**config.mk**
```make
export PLATFORM = sky130hd
export DESIGN_NAME = interval_timer_two_channel_core
export DESIGN_NICKNAME = d
export VERILOG_FILES = /design/src/rtl/itmr_pkg.sv /design/src/rtl/interval_timer_two_channel_core.sv
export VERILOG_INCLUDE_DIRS = /design/src /design/src/rtl
export SDC_FILE = /design/constraint.sdc
export NUM_CORES = 1
export LEC_CHECK = 0
export ABC_CLOCK_PERIOD_IN_PS = 4300
export BUFFER_PORTS_ARGS = -buffer_cell sky130_fd_sc_hd__buf_2
export CAP_MARGIN = 20
export CORE_ASPECT_RATIO = 1.1
export CORE_MARGIN = 8
export CORE_UTILIZATION = 40
export CTS_BUF_LIST = sky130_fd_sc_hd__clkbuf_4 sky130_fd_sc_hd__clkbuf_8
export DETAILED_ROUTE_END_ITERATION = 12
export MAX_ROUTING_LAYER = met4
export PLACE_DENSITY_LB_ADDON = 0.12
export SLEW_MARGIN = 20
export SYNTH_ARGS = -nofsm -noshare
export SYNTH_HDL_FRONTEND = slang
export SYNTH_SLANG_ARGS = --single-unit
```
**constraint.sdc**
```tcl
create_clock -name clk -period 4.3 [get_ports clk]
set_clock_uncertainty 0.2 [all_clocks]
set_input_delay 0.86 -clock clk [delete_from_list [all_inputs] [get_ports clk]]
set_output_delay 0.86 -clock clk [all_outputs]
set_load 0.02 [all_outputs]
```
**src/rtl/interval_timer_two_channel_core_macros.svh**
```systemverilog
// ---------------------------------------------------------------------------
// interval timer assertion macros
// shared property wrappers for the interval timer core
// ---------------------------------------------------------------------------
`ifndef INTERVAL_TIMER_TWO_CHANNEL_CORE_MACROS_SVH
`define INTERVAL_TIMER_TWO_CHANNEL_CORE_MACROS_SVH

// implication checked on every edge outside reset
`define ITMR_ASSERT(label, prop, msg) \
  label: assert property (@(posedge clk) disable iff (rst) prop) else $error(msg);

// implication checked on every edge, reset included
`define ITMR_ASSERT_ALWAYS(label, prop, msg) \
  label: assert property (@(posedge clk) prop) else $error(msg);

`endif

```
**src/rtl/itmr_pkg.sv**
```systemverilog
`default_nettype none
// ---------------------------------------------------------------------------
// itmr_pkg
// port addresses, opcodes, control bits and helpers of the interval timer
// ---------------------------------------------------------------------------
package itmr_pkg;

  typedef enum logic [1:0] {
    OP_TICK  = 2'd0,
    OP_WRITE = 2'd1,
    OP_READ  = 2'd2,
    OP_NONE  = 2'd3
  } opcode_t;

  localparam logic [7:0] PORT_CH0  = 8'h40;
  localparam logic [7:0] PORT_CH2  = 8'h42;
  localparam logic [7:0] PORT_CMD  = 8'h43;
  localparam logic [7:0] PORT_CTRL = 8'h61;

  localparam logic [7:0] CTRL_GATE    = 8'h01;
  localparam logic [7:0] CTRL_SPEAKER = 8'h02;
  localparam logic [7:0] CTRL_OUT2    = 8'h20;

  // counter select codes in command bits 7:6
  localparam logic [1:0] SEL_CH0 = 2'd0;
  localparam logic [1:0] SEL_CH2 = 2'd2;
  localparam logic [1:0] ACCESS_LATCH = 2'd0;

  // channel indexes of the state arrays
  localparam logic CH0 = 1'b0;
  localparam logic CH2 = 1'b1;

  localparam logic [1:0] MODE_SQUARE_LOW = 2'd3;

  typedef logic [15:0] count_t;

  function automatic logic is_square(input logic [2:0] mode);
    is_square = (mode[1:0] == MODE_SQUARE_LOW);
  endfunction

  // count for the next half period of the square wave
  function automatic count_t load_half(input count_t n, input logic level);
    count_t r;
    if (n[0]) begin
      if (level) begin
        r = n + 16'd1;
      end else if (n == 16'd1) begin
        r = 16'd2;
      end else begin
        r = n - 16'd1;
      end
    end else begin
      r = n;
    end
    load_half = r;
  endfunction

endpackage
`default_nettype wire

```
**src/rtl/interval_timer_two_channel_core.sv**
```systemverilog
`default_nettype none
// ---------------------------------------------------------------------------
// interval_timer_two_channel_core
// counters 0 and 2 of an 8254-style timer with the 0x61 gate/speaker port
// ---------------------------------------------------------------------------
//  channel  handshake            payload
//  in       in_valid / in_stall  opcode, port, write_data
//  out      out_valid / out_stall read_data, tick_irq, speaker_level
//
//  one request per cycle sustained while the result is not stalled; each goes from
//  acceptance to result through the input register, then a single-pass update
//  into the result register; reset clears all timer state, no clearing pass
//  a stalled result holds while one more request waits in the input register
// ---------------------------------------------------------------------------
module interval_timer_two_channel_core (
  input  wire logic                clk,
  input  wire logic                rst,
  input  wire logic                in_valid,
  output      logic                in_stall,
  input  wire itmr_pkg::opcode_t   opcode,
  input  wire logic [7:0]          port,
  input  wire logic [7:0]          write_data,
  output      logic                out_valid,
  input  wire logic                out_stall,
  output      logic [7:0]          read_data,
  output      logic                tick_irq,
  output      logic                speaker_level
);
  import itmr_pkg::*;

  // input register
  logic      s1_valid;
  opcode_t   s1_op;
  logic [7:0] s1_port;
  logic [7:0] s1_data;

  logic s2_load;

  // timer state
  count_t     counter_value [2];
  count_t     reload_value [2];
  logic [2:0] mode_select [2];
  logic       byte_toggle [2];
  logic [7:0] low_byte_hold [2];
  logic       out_level [2];
  logic       counting_active [2];
  logic       gate_two;
  logic       speaker_enable;

  count_t     counter_value_next [2];
  count_t     reload_value_next [2];
  logic [2:0] mode_select_next [2];
  logic       byte_toggle_next [2];
  logic [7:0] low_byte_hold_next [2];
  logic       out_level_next [2];
  logic       counting_active_next [2];
  logic       gate_two_next;
  logic       speaker_enable_next;

  logic [7:0] read_data_next;
  logic       tick_irq_next;

  assign s2_load  = s1_valid && (!out_valid || !out_stall);
  assign in_stall = s1_valid && !s2_load;

  always_ff @(posedge clk) begin
    if (rst) begin
      s1_valid <= 1'b0;
    end else if (in_valid && !in_stall) begin
      s1_valid <= 1'b1;
    end else if (s2_load) begin
      s1_valid <= 1'b0;
    end
  end

  always_ff @(posedge clk) begin
    if (in_valid && !in_stall) begin
      s1_op   <= opcode;
      s1_port <= port;
      s1_data <= write_data;
    end
  end

  always_comb begin
    count_t     cv;
    count_t     rv;
    logic       ch;
    logic       gate;
    logic       lvl;
    counter_value_next   = counter_value;
    reload_value_next    = reload_value;
    mode_select_next     = mode_select;
    byte_toggle_next     = byte_toggle;
    low_byte_hold_next   = low_byte_hold;
    out_level_next       = out_level;
    counting_active_next = counting_active;
    gate_two_next        = gate_two;
    speaker_enable_next  = speaker_enable;
    read_data_next       = 8'h00;
    tick_irq_next        = 1'b0;
    ch = CH0;
    cv = '0;
    rv = '0;
    gate = 1'b0;
    lvl = 1'b0;

    case (s1_op)
      OP_TICK: begin
        for (int c = 0; c < 2; c++) begin
          gate = (c == 0) ? 1'b1 : gate_two;
          if (counting_active[c] && gate) begin
            if (is_square(mode_select[c])) begin
              cv = counter_value[c] - 16'd2;
              if (cv == 16'd0) begin
                lvl = ~out_level[c];
                out_level_next[c] = lvl;
                cv = load_half(reload_value[c], lvl);
                if (c == 0) tick_irq_next = lvl;
              end
              counter_value_next[c] = cv;
            end else begin
              cv = counter_value[c] - 16'd1;
              counter_value_next[c] = cv;
              if (cv == 16'd0 && !out_level[c]) begin
                out_level_next[c] = 1'b1;
                if (c == 0) tick_irq_next = 1'b1;
              end
            end
          end
        end
      end
      OP_WRITE: begin
        if (s1_port == PORT_CMD) begin
          if ((s1_data[7:6] == SEL_CH0 || s1_data[7:6] == SEL_CH2) &&
              s1_data[5:4] != ACCESS_LATCH) begin
            ch = (s1_data[7:6] == SEL_CH2) ? CH2 : CH0;
            mode_select_next[ch]     = s1_data[3:1];
            byte_toggle_next[ch]     = 1'b0;
            counting_active_next[ch] = 1'b0;
            out_level_next[ch]       = is_square(s1_data[3:1]);
          end
        end else if (s1_port == PORT_CH0 || s1_port == PORT_CH2) begin
          ch = (s1_port == PORT_CH2) ? CH2 : CH0;
          if (!byte_toggle[ch]) begin
            low_byte_hold_next[ch] = s1_data;
            byte_toggle_next[ch]   = 1'b1;
          end else begin
            rv = {s1_data, low_byte_hold[ch]};
            byte_toggle_next[ch]     = 1'b0;
            reload_value_next[ch]    = rv;
            counting_active_next[ch] = 1'b1;
            if (is_square(mode_select[ch])) begin
              out_level_next[ch]     = 1'b1;
              counter_value_next[ch] = load_half(rv, 1'b1);
            end else begin
              out_level_next[ch]     = 1'b0;
              counter_value_next[ch] = rv;
            end
          end
        end else if (s1_port == PORT_CTRL) begin
          gate_two_next       = s1_data[0];
          speaker_enable_next = s1_data[1];
          if (is_square(mode_select[CH2])) begin
            if (!s1_data[0]) begin
              out_level_next[CH2] = 1'b1;
            end else if (!gate_two && counting_active[CH2]) begin
              // rising gate restarts the half period
              out_level_next[CH2]     = 1'b1;
              counter_value_next[CH2] = load_half(reload_value[CH2], 1'b1);
            end
          end
        end
      end
      OP_READ: begin
        if (s1_port == PORT_CH0) begin
          read_data_next = counter_value[CH0][7:0];
        end else if (s1_port == PORT_CH2) begin
          read_data_next = counter_value[CH2][7:0];
        end else if (s1_port == PORT_CTRL) begin
          read_data_next = (gate_two ? CTRL_GATE : 8'h00) |
                           (speaker_enable ? CTRL_SPEAKER : 8'h00) |
                           (out_level[CH2] ? CTRL_OUT2 : 8'h00);
        end
      end
      default: begin
      end
    endcase
  end

  always_ff @(posedge clk) begin
    if (rst) begin
      for (int c = 0; c < 2; c++) begin
        counter_value[c]   <= '0;
        reload_value[c]    <= '0;
        mode_select[c]     <= '0;
        byte_toggle[c]     <= 1'b0;
        low_byte_hold[c]   <= '0;
        out_level[c]       <= 1'b1;
        counting_active[c] <= 1'b0;
      end
      gate_two       <= 1'b0;
      speaker_enable <= 1'b0;
    end else if (s2_load) begin
      counter_value   <= counter_value_next;
      reload_value    <= reload_value_next;
      mode_select     <= mode_select_next;
      byte_toggle     <= byte_toggle_next;
      low_byte_hold   <= low_byte_hold_next;
      out_level       <= out_level_next;
      counting_active <= counting_active_next;
      gate_two        <= gate_two_next;
      speaker_enable  <= speaker_enable_next;
    end
  end

  // result register
  always_ff @(posedge clk) begin
    if (rst) begin
      out_valid <= 1'b0;
    end else if (s2_load) begin
      out_valid <= 1'b1;
    end else if (!out_stall) begin
      out_valid <= 1'b0;
    end
  end

  always_ff @(posedge clk) begin
    if (s2_load) begin
      read_data     <= read_data_next;
      tick_irq      <= tick_irq_next;
      speaker_level <= out_level_next[CH2] & speaker_enable_next;
    end
  end

`include "interval_timer_two_channel_core_macros.svh"

  `ITMR_ASSERT_ALWAYS(a_stall_needs_held_request, in_stall |-> s1_valid, "stall without request held")
  `ITMR_ASSERT(a_cmd_stops_ch0, (s2_load && s1_op == OP_WRITE && s1_port == PORT_CMD && s1_data[7:6] == SEL_CH0 && s1_data[5:4] != ACCESS_LATCH) |=> !counting_active[CH0], "command did not stop counter 0")
  `ITMR_ASSERT(a_high_byte_starts_ch0, (s2_load && s1_op == OP_WRITE && s1_port == PORT_CH0 && byte_toggle[CH0]) |=> (counting_active[CH0] && !byte_toggle[CH0]), "high byte did not start counter 0")
  `ITMR_ASSERT(a_gate_low_square_high, (!gate_two && is_square(mode_select[CH2])) |-> out_level[CH2], "counter 2 square output low with gate low")

endmodule
`default_nettype wire

```
Word-level counts from Yosys, hierarchy flattened
Cells that the tools add are included.

Register bits after elaboration: 124. Bits in latches: 0. Memory bits (writable): 0. ROM bits: 0. Input bits: 22. Output and inout port bits: 12. Logic and storage cells: 227. Memories: 0.

$add $sub $neg: 9. Multipliers: 0. Div/mod/pow operators: 0. Order comparisons: 4. Equality and inequality tests: 30. Shift-type cells: 0. Multiplexer cells: 100. Bitwise logic cells: 19. Reductions and logical operators: 41.

Operator list (number): 16-bit 2-to-1 mux (26); 32-bit bitwise mux (3); 32-bit 2-to-1 mux (3); 16-bit zero test (4); 32-bit case mux with 2 select lines (1); 16-bit by 1-bit subtractor with 16-bit output, second input constant (4); 16-bit by 1-bit adder with 16-bit output, second input constant (3); 8-bit 2-to-1 mux (6); 1-bit 2-to-1 mux (33); 16-bit by 1-bit == test with 1-bit output, second input constant (2); 8-bit by 7-bit == test with 1-bit output, second input constant (4); 2-bit 2-to-1 mux (16); 16-bit by 2-bit subtractor with 16-bit output, second input constant (2); 3-bit != test, second input constant (10); 5-bit AND reduction (4); 16-bit bitwise mux (1); 16-bit demux with 1-bit select (1); 2-bit == test, second input constant (6); 6-bit 2-to-1 mux (2); 1-bit logical AND (10); 2-bit != test, second input constant (5); 2-bit nonzero test (5); 9-bit AND reduction (1); 2-bit AND (4); 25 further kinds (47).

Longest topological paths before layout
Depth after elaboration: 19. Depth in mapped cells: 14. Depth with buffers taken out: 12.

Worst setup path after synthesis
No wires, ideal clock.

Path kind: register to register. From: register s1_port[3]. To: register counter_value[14] in the netlist's numbering. Library setup time: 0.123 ns. Arrival: 3.332 ns. Data required time: 3.977 ns. Path slack: 0.644 ns. Stages on the path, launching flop included: 15. Path buffers: 2. Clock period less this slack: 3.656 ns. Cells stage by stage: edfxtp_1 > or4b_2 > nor4_1 > buf_2 > buf_2 > nand2_1 > nand2_1 > ha_1 > nand4_1 > nor3_1 > nand3_1 > xnor2_1 > a221o_1 > o211ai_1 > o21ai_0.

Longest elaborated chain between the ends: 19. Elaborated cells between the ends (all ways): 43. Classes of those cells: add/sub (1); order compare (2); eq/ne (11); mux (25); bitwise (1); reduce/logical (3).

RTL lines: from (decl) (line interval_timer_two_channel_core.sv:34) `logic [7:0] s1_port;`; from (signal assigned) (line interval_timer_two_channel_core.sv:79) `s1_port <= port;`; 8-bit by 7-bit == test with 1-bit output (line interval_timer_two_channel_core.sv:142, interval_timer_two_channel_core.sv:143); 1-bit 2-to-1 mux (line interval_timer_two_channel_core.sv:143) `ch = (s1_port == PORT_CH2) ? CH2 : CH0;`; 1-bit NOT with 2-bit output (implied by the code); 8-bit 2-to-1 mux (implied by the code) (3 in series) (line interval_timer_two_channel_core.sv:148) `rv = {s1_data, low_byte_hold[ch]};`; 16-bit by 1-bit adder with 16-bit output (line itmr_pkg.sv:46) `r = n + 16'd1;`; 16-bit 2-to-1 mux (line itmr_pkg.sv:44) `if (n[0]) begin`; 16-bit 2-to-1 mux (line interval_timer_two_channel_core.sv:152) `if (is_square(mode_select[ch])) begin`; 16-bit 2-to-1 mux (line interval_timer_two_channel_core.sv:144) `if (!byte_toggle[ch]) begin`; 16-bit 2-to-1 mux (line interval_timer_two_channel_core.sv:142) `end else if (s1_port == PORT_CH0 || s1_port == PORT_CH2) begin`; 16-bit 2-to-1 mux (line interval_timer_two_channel_core.sv:133) `if (s1_port == PORT_CMD) begin`; 16-bit 2-to-1 mux (line interval_timer_two_channel_core.sv:107) `case (s1_op)`; 32-bit bitwise mux (line interval_timer_two_channel_core.sv:154) `counter_value_next[ch] = load_half(rv, 1'b1);`; 32-bit 2-to-1 mux (line interval_timer_two_channel_core.sv:152); 32-bit 2-to-1 mux (line interval_timer_two_channel_core.sv:144); 16-bit 2-to-1 mux (line interval_timer_two_channel_core.sv:142); 32-bit 2-to-1 mux (line interval_timer_two_channel_core.sv:133); 32-bit case mux with 2 select lines (line interval_timer_two_channel_core.sv:107); to (signal assigned) (line interval_timer_two_channel_core.sv:204) `counter_value <= counter_value_next;`; to (decl) (line interval_timer_two_channel_core.sv:40) `count_t counter_value [2];`.

Several ways; a longest one is shown, not always the timed one. The select of a mux whose other input is x is not followed. A chain may end at the register's enable or synchronous reset.

Worst setup path after layout
From: register s1_port[3]. To: register counter_value[28] in the netlist's numbering.

Same word-level chain as after synthesis.

==> impl_metrics.json <==
{
  "cp.arrival_ns": 4.04,
  "pin_count": 34,
  "hpwl_microns": 23700,
  "fp.coreArea_sq_mm": 0.0235,
  "globalRouteOverflowTotal": 0,
  "tritoncts": "built",
  "r2r-start": "s1_port[3]",
  "design.final.nets": 1296,
  "async_reset_ff_share_pct": 0,
  "peak_vdd_ir_v": 0.000223,
  "worst-endpoint-required_ns": 4.42,
  "status": "finished, final reports clean",
  "placement.setup.worst_slack_ns": 0.418,
  "postLayoutCoreUtil_pct": 43.7,
  "clock_tree.htree_level_count": 4,
  "io_buffers": 33,
  "antennaDiodeCount": 0,
  "detail_route.drc_violations": 0,
  "cts_setup_buffers": 0,
  "totalWireLength_microns": 32900,
  "synthesis.instances": 1285,
  "timing.final.max_slew_violations": 0,
  "postSynthNetCount": 1324,
  "timing.rr.end": "counter_value[28]",
  "period_minus_slack_ns": 3.93,
  "post_dr_vias_cell": 6.13,
  "number_of_clock_sinks": 122,
  "timing.hold.worst_endpoint": "out_valid",
  "synth-warning-count": 0,
  "cts_inserted_buffers": 17,
  "cts_hold_buf": 0,
  "syn_area_per_cell_sq_um": 7.41,
  "floorplan.die_area_sq_mm": 0.0290,
  "timing.final.setup_violations": 0,
  "min-delay-path-class": "reg2reg",
  "layout_common_cells": "nand2_1 (174), nor2_1 (130), dfxtp_1 (94)",
  "max-slew-margin-rel_pct": 33.4,
  "rr_worst_depth": 11,
  "first_global_vias": 8835,
  "synthDistinctLibCells": 80,
  "synth.yosys.seq_area_share_pct": 28.6,
  "syn_to_final_growth_pct": 8.15,
  "clockBufferDepth": 2,
  "p_leak_nw": 3.70,
  "worstSkewPairLatency_ns": 0.45,
  "postPlaceCellArea_sq_mm": 0.00985,
  "worst_pin_slew_ns": 0.996,
  "rrSetupSlack_ns": 0.37,
  "number_of_antenna_violations_at_the_first_check_in_global_routing": 0,
  "floorplan.rows": 59,
  "critical_path_class": "reg2reg",
  "report.final.hold_viol_count": 0,
  "num_vias": 9656,
  "cp-start-kind": "flop",
  "setup.worst_path.end_class": "flop",
  "grt_pass1_wl_microns": 51700,
  "yosys_register_bits": 122,
  "layout.filler_cells": 2393,
  "synth-edff-count": 28,
  "min_period_over_period_pct": 91.3,
  "footprint_of_the_multi_input_gates_sq_mm": 0.00626,
  "layout_commonest_cell": "nand2_1",
  "gp_congestion": 0.896,
  "post_route_cells_drive_above_1_share_pct": 9.69,
  "crit_fanout": 7,
  "drt_first_pass_iters": 5,
  "wl_per_cell_microns": 20.9,
  "report.power.total_mw": 2.54,
  "die_height_microns": 178,
  "floorplan.initialDensity_pct": 40.4,
  "regArea_sq_mm": 0.00272,
  "fmaxAchievable_ghz": 0.255,
  "cap_violations": 0,
  "die_x_microns": 163,
  "clk_transition_reported_paths_ns": 0.08,
  "layout_setup_ws_ns": 0.373,
  "clock_tree.root_cell": "clkbuf_8",
  "synth_cell_area_sq_mm": 0.00952,
  "drt_iter0_markers": 1034,
  "maximum_number_of_pins_on_one_net_before_global_route_repair": 43,
  "synth-main-ff-cell": "dfxtp_1",
  "postRouteAntennaNets": 0,
  "worstHoldStart": "s1_valid",
  "timing.hold.worst_path_depth": 2,
  "grt_use_total_pct": 23.2,
  "post_route_design_area_sq_mm": 0.0103,
  "cts_repair_resize_count": 0,
  "sum_of_negative_setup_slack_ns": 0,
  "rsz0062_at_grt": "no",
  "power_density_mw_per_mm2": 247
}
==> Yosys cell counts, drive strengths merged, types with 9 or more instances <==
library cell,number,area (sq um)
inv,21,78.8
o211ai,15,113
xnor2,40,350
mux2i,42,420
nor2b,9,56.3
nand2,174,653
nor4,31,206
a31oi,23,144
and3,16,100
o22ai,12,75.1
and2,9,56.3
dfxtp,94,1880
edfxtp,28,841
nand3,52,260
clkbuf,91,342
o21ai,67,335
ha,17,213
a21oi,93,465
nand4,33,206
buf,20,120
nor3,35,180
nand2b,12,75.1
xor2,44,385
o221ai,10,87.6
nor2,131,494
or3,17,106
==> worst max path at each step <==
stage                          start                end  slack [ns]  cells past startpoint
final                     s1_port[3]  counter_value[28]        0.37                     11
after global routing      s1_port[3]  counter_value[28]        0.16                     11
after CTS                 s1_port[3]  counter_value[28]        0.37                     11
after detailed placement  s1_port[3]  counter_value[28]        0.42                     11
after global placement    s1_port[3]  counter_value[28]        0.52                     11
after floorplan           s1_port[3]  counter_value[14]        0.64                     14
==> where the power goes <==
group	total [mW]	internal (mW)	switching [mW]	leakage (nW)
Combinational	0.145	0.0426	0.102	2.45
Sequential	1.21	1.19	0.0189	1.03
Clock	1.19	0.644	0.547	0.223
Total	2.54	1.87	0.668	3.70
==> layout make-up <==
| class | instances | area share, % |
|---|---|---|
| clock buffers | 17 | 2.27 |
| clock inverters | 15 | 2.03 |
| inverters | 23 | 0.839 |
| multi-input cells | 1029 | 60.8 |
| flip-flops and latches | 122 | 26.5 |
| well taps | 305 | 3.71 |
| repair buffers | 64 | 3.87 |
==> flip-flops by register name (all words and copies together), names as in the netlist, 2 cells and up, named ones only <==
register	cells
counter_value	32
reload_value	32
low_byte_hold	16
read_data	8
s1_data	8
s1_port	8
mode_select	4
counting_active	2
out_level	2
s1_op	2
==> per-layer routing <==
metal | part of all wire, % | wire (microns) | GRT usage [%]
met1 | 48 | 15800 | 32.9
met2 | 44 | 14600 | 34.5
met3 | 5.9 | 1940 | 2.27
met4 | 1.7 | 575 | 6.20
met5 | 0 | 0 | -
==> worst max-delay path, stage by stage (launching register included) <==
cell	delay (ns)
edfxtp_1	0.41
or4b_2	0.75
nor4_2	0.40
mux2_2	0.29
ha_1	0.31
nand4_1	0.19
nor3_1	0.43
mux2i_1	0.24
nor2_1	0.16
xnor2_1	0.08
a221oi_1	0.25
a21oi_1	0.10
==> stage by stage <==
| step | cells | hold WS (ns) |
|---|---|---|
| 6_report | 1575 | 0.291 |
| 5_1_grt | 1575 | 0.326 |
| 4_1_cts | 1575 | 0.290 |
| 3_5_place_dp | 1543 | 0.274 |
| 3_3_place_gp | 1543 | 0.258 |
| 2_1_floorplan | 1285 | 0.241 |
==> logic make-up after synthesis <==
| family | after synthesis | share of synthesized area (%) |
|---|---|---|
| adders and majority gates | 17 | 2.24 |
| and+or+nand+nor | 576 | 30.1 |
| xor gates and xnor gates | 84 | 7.73 |
| AOI/OAI and AO/OA | 304 | 20.4 |
| buffers and inverters | 134 | 5.76 |
| muxes | 48 | 5.13 |
| DFF | 122 | 28.6 |
(Power assumes the default switching activity.)
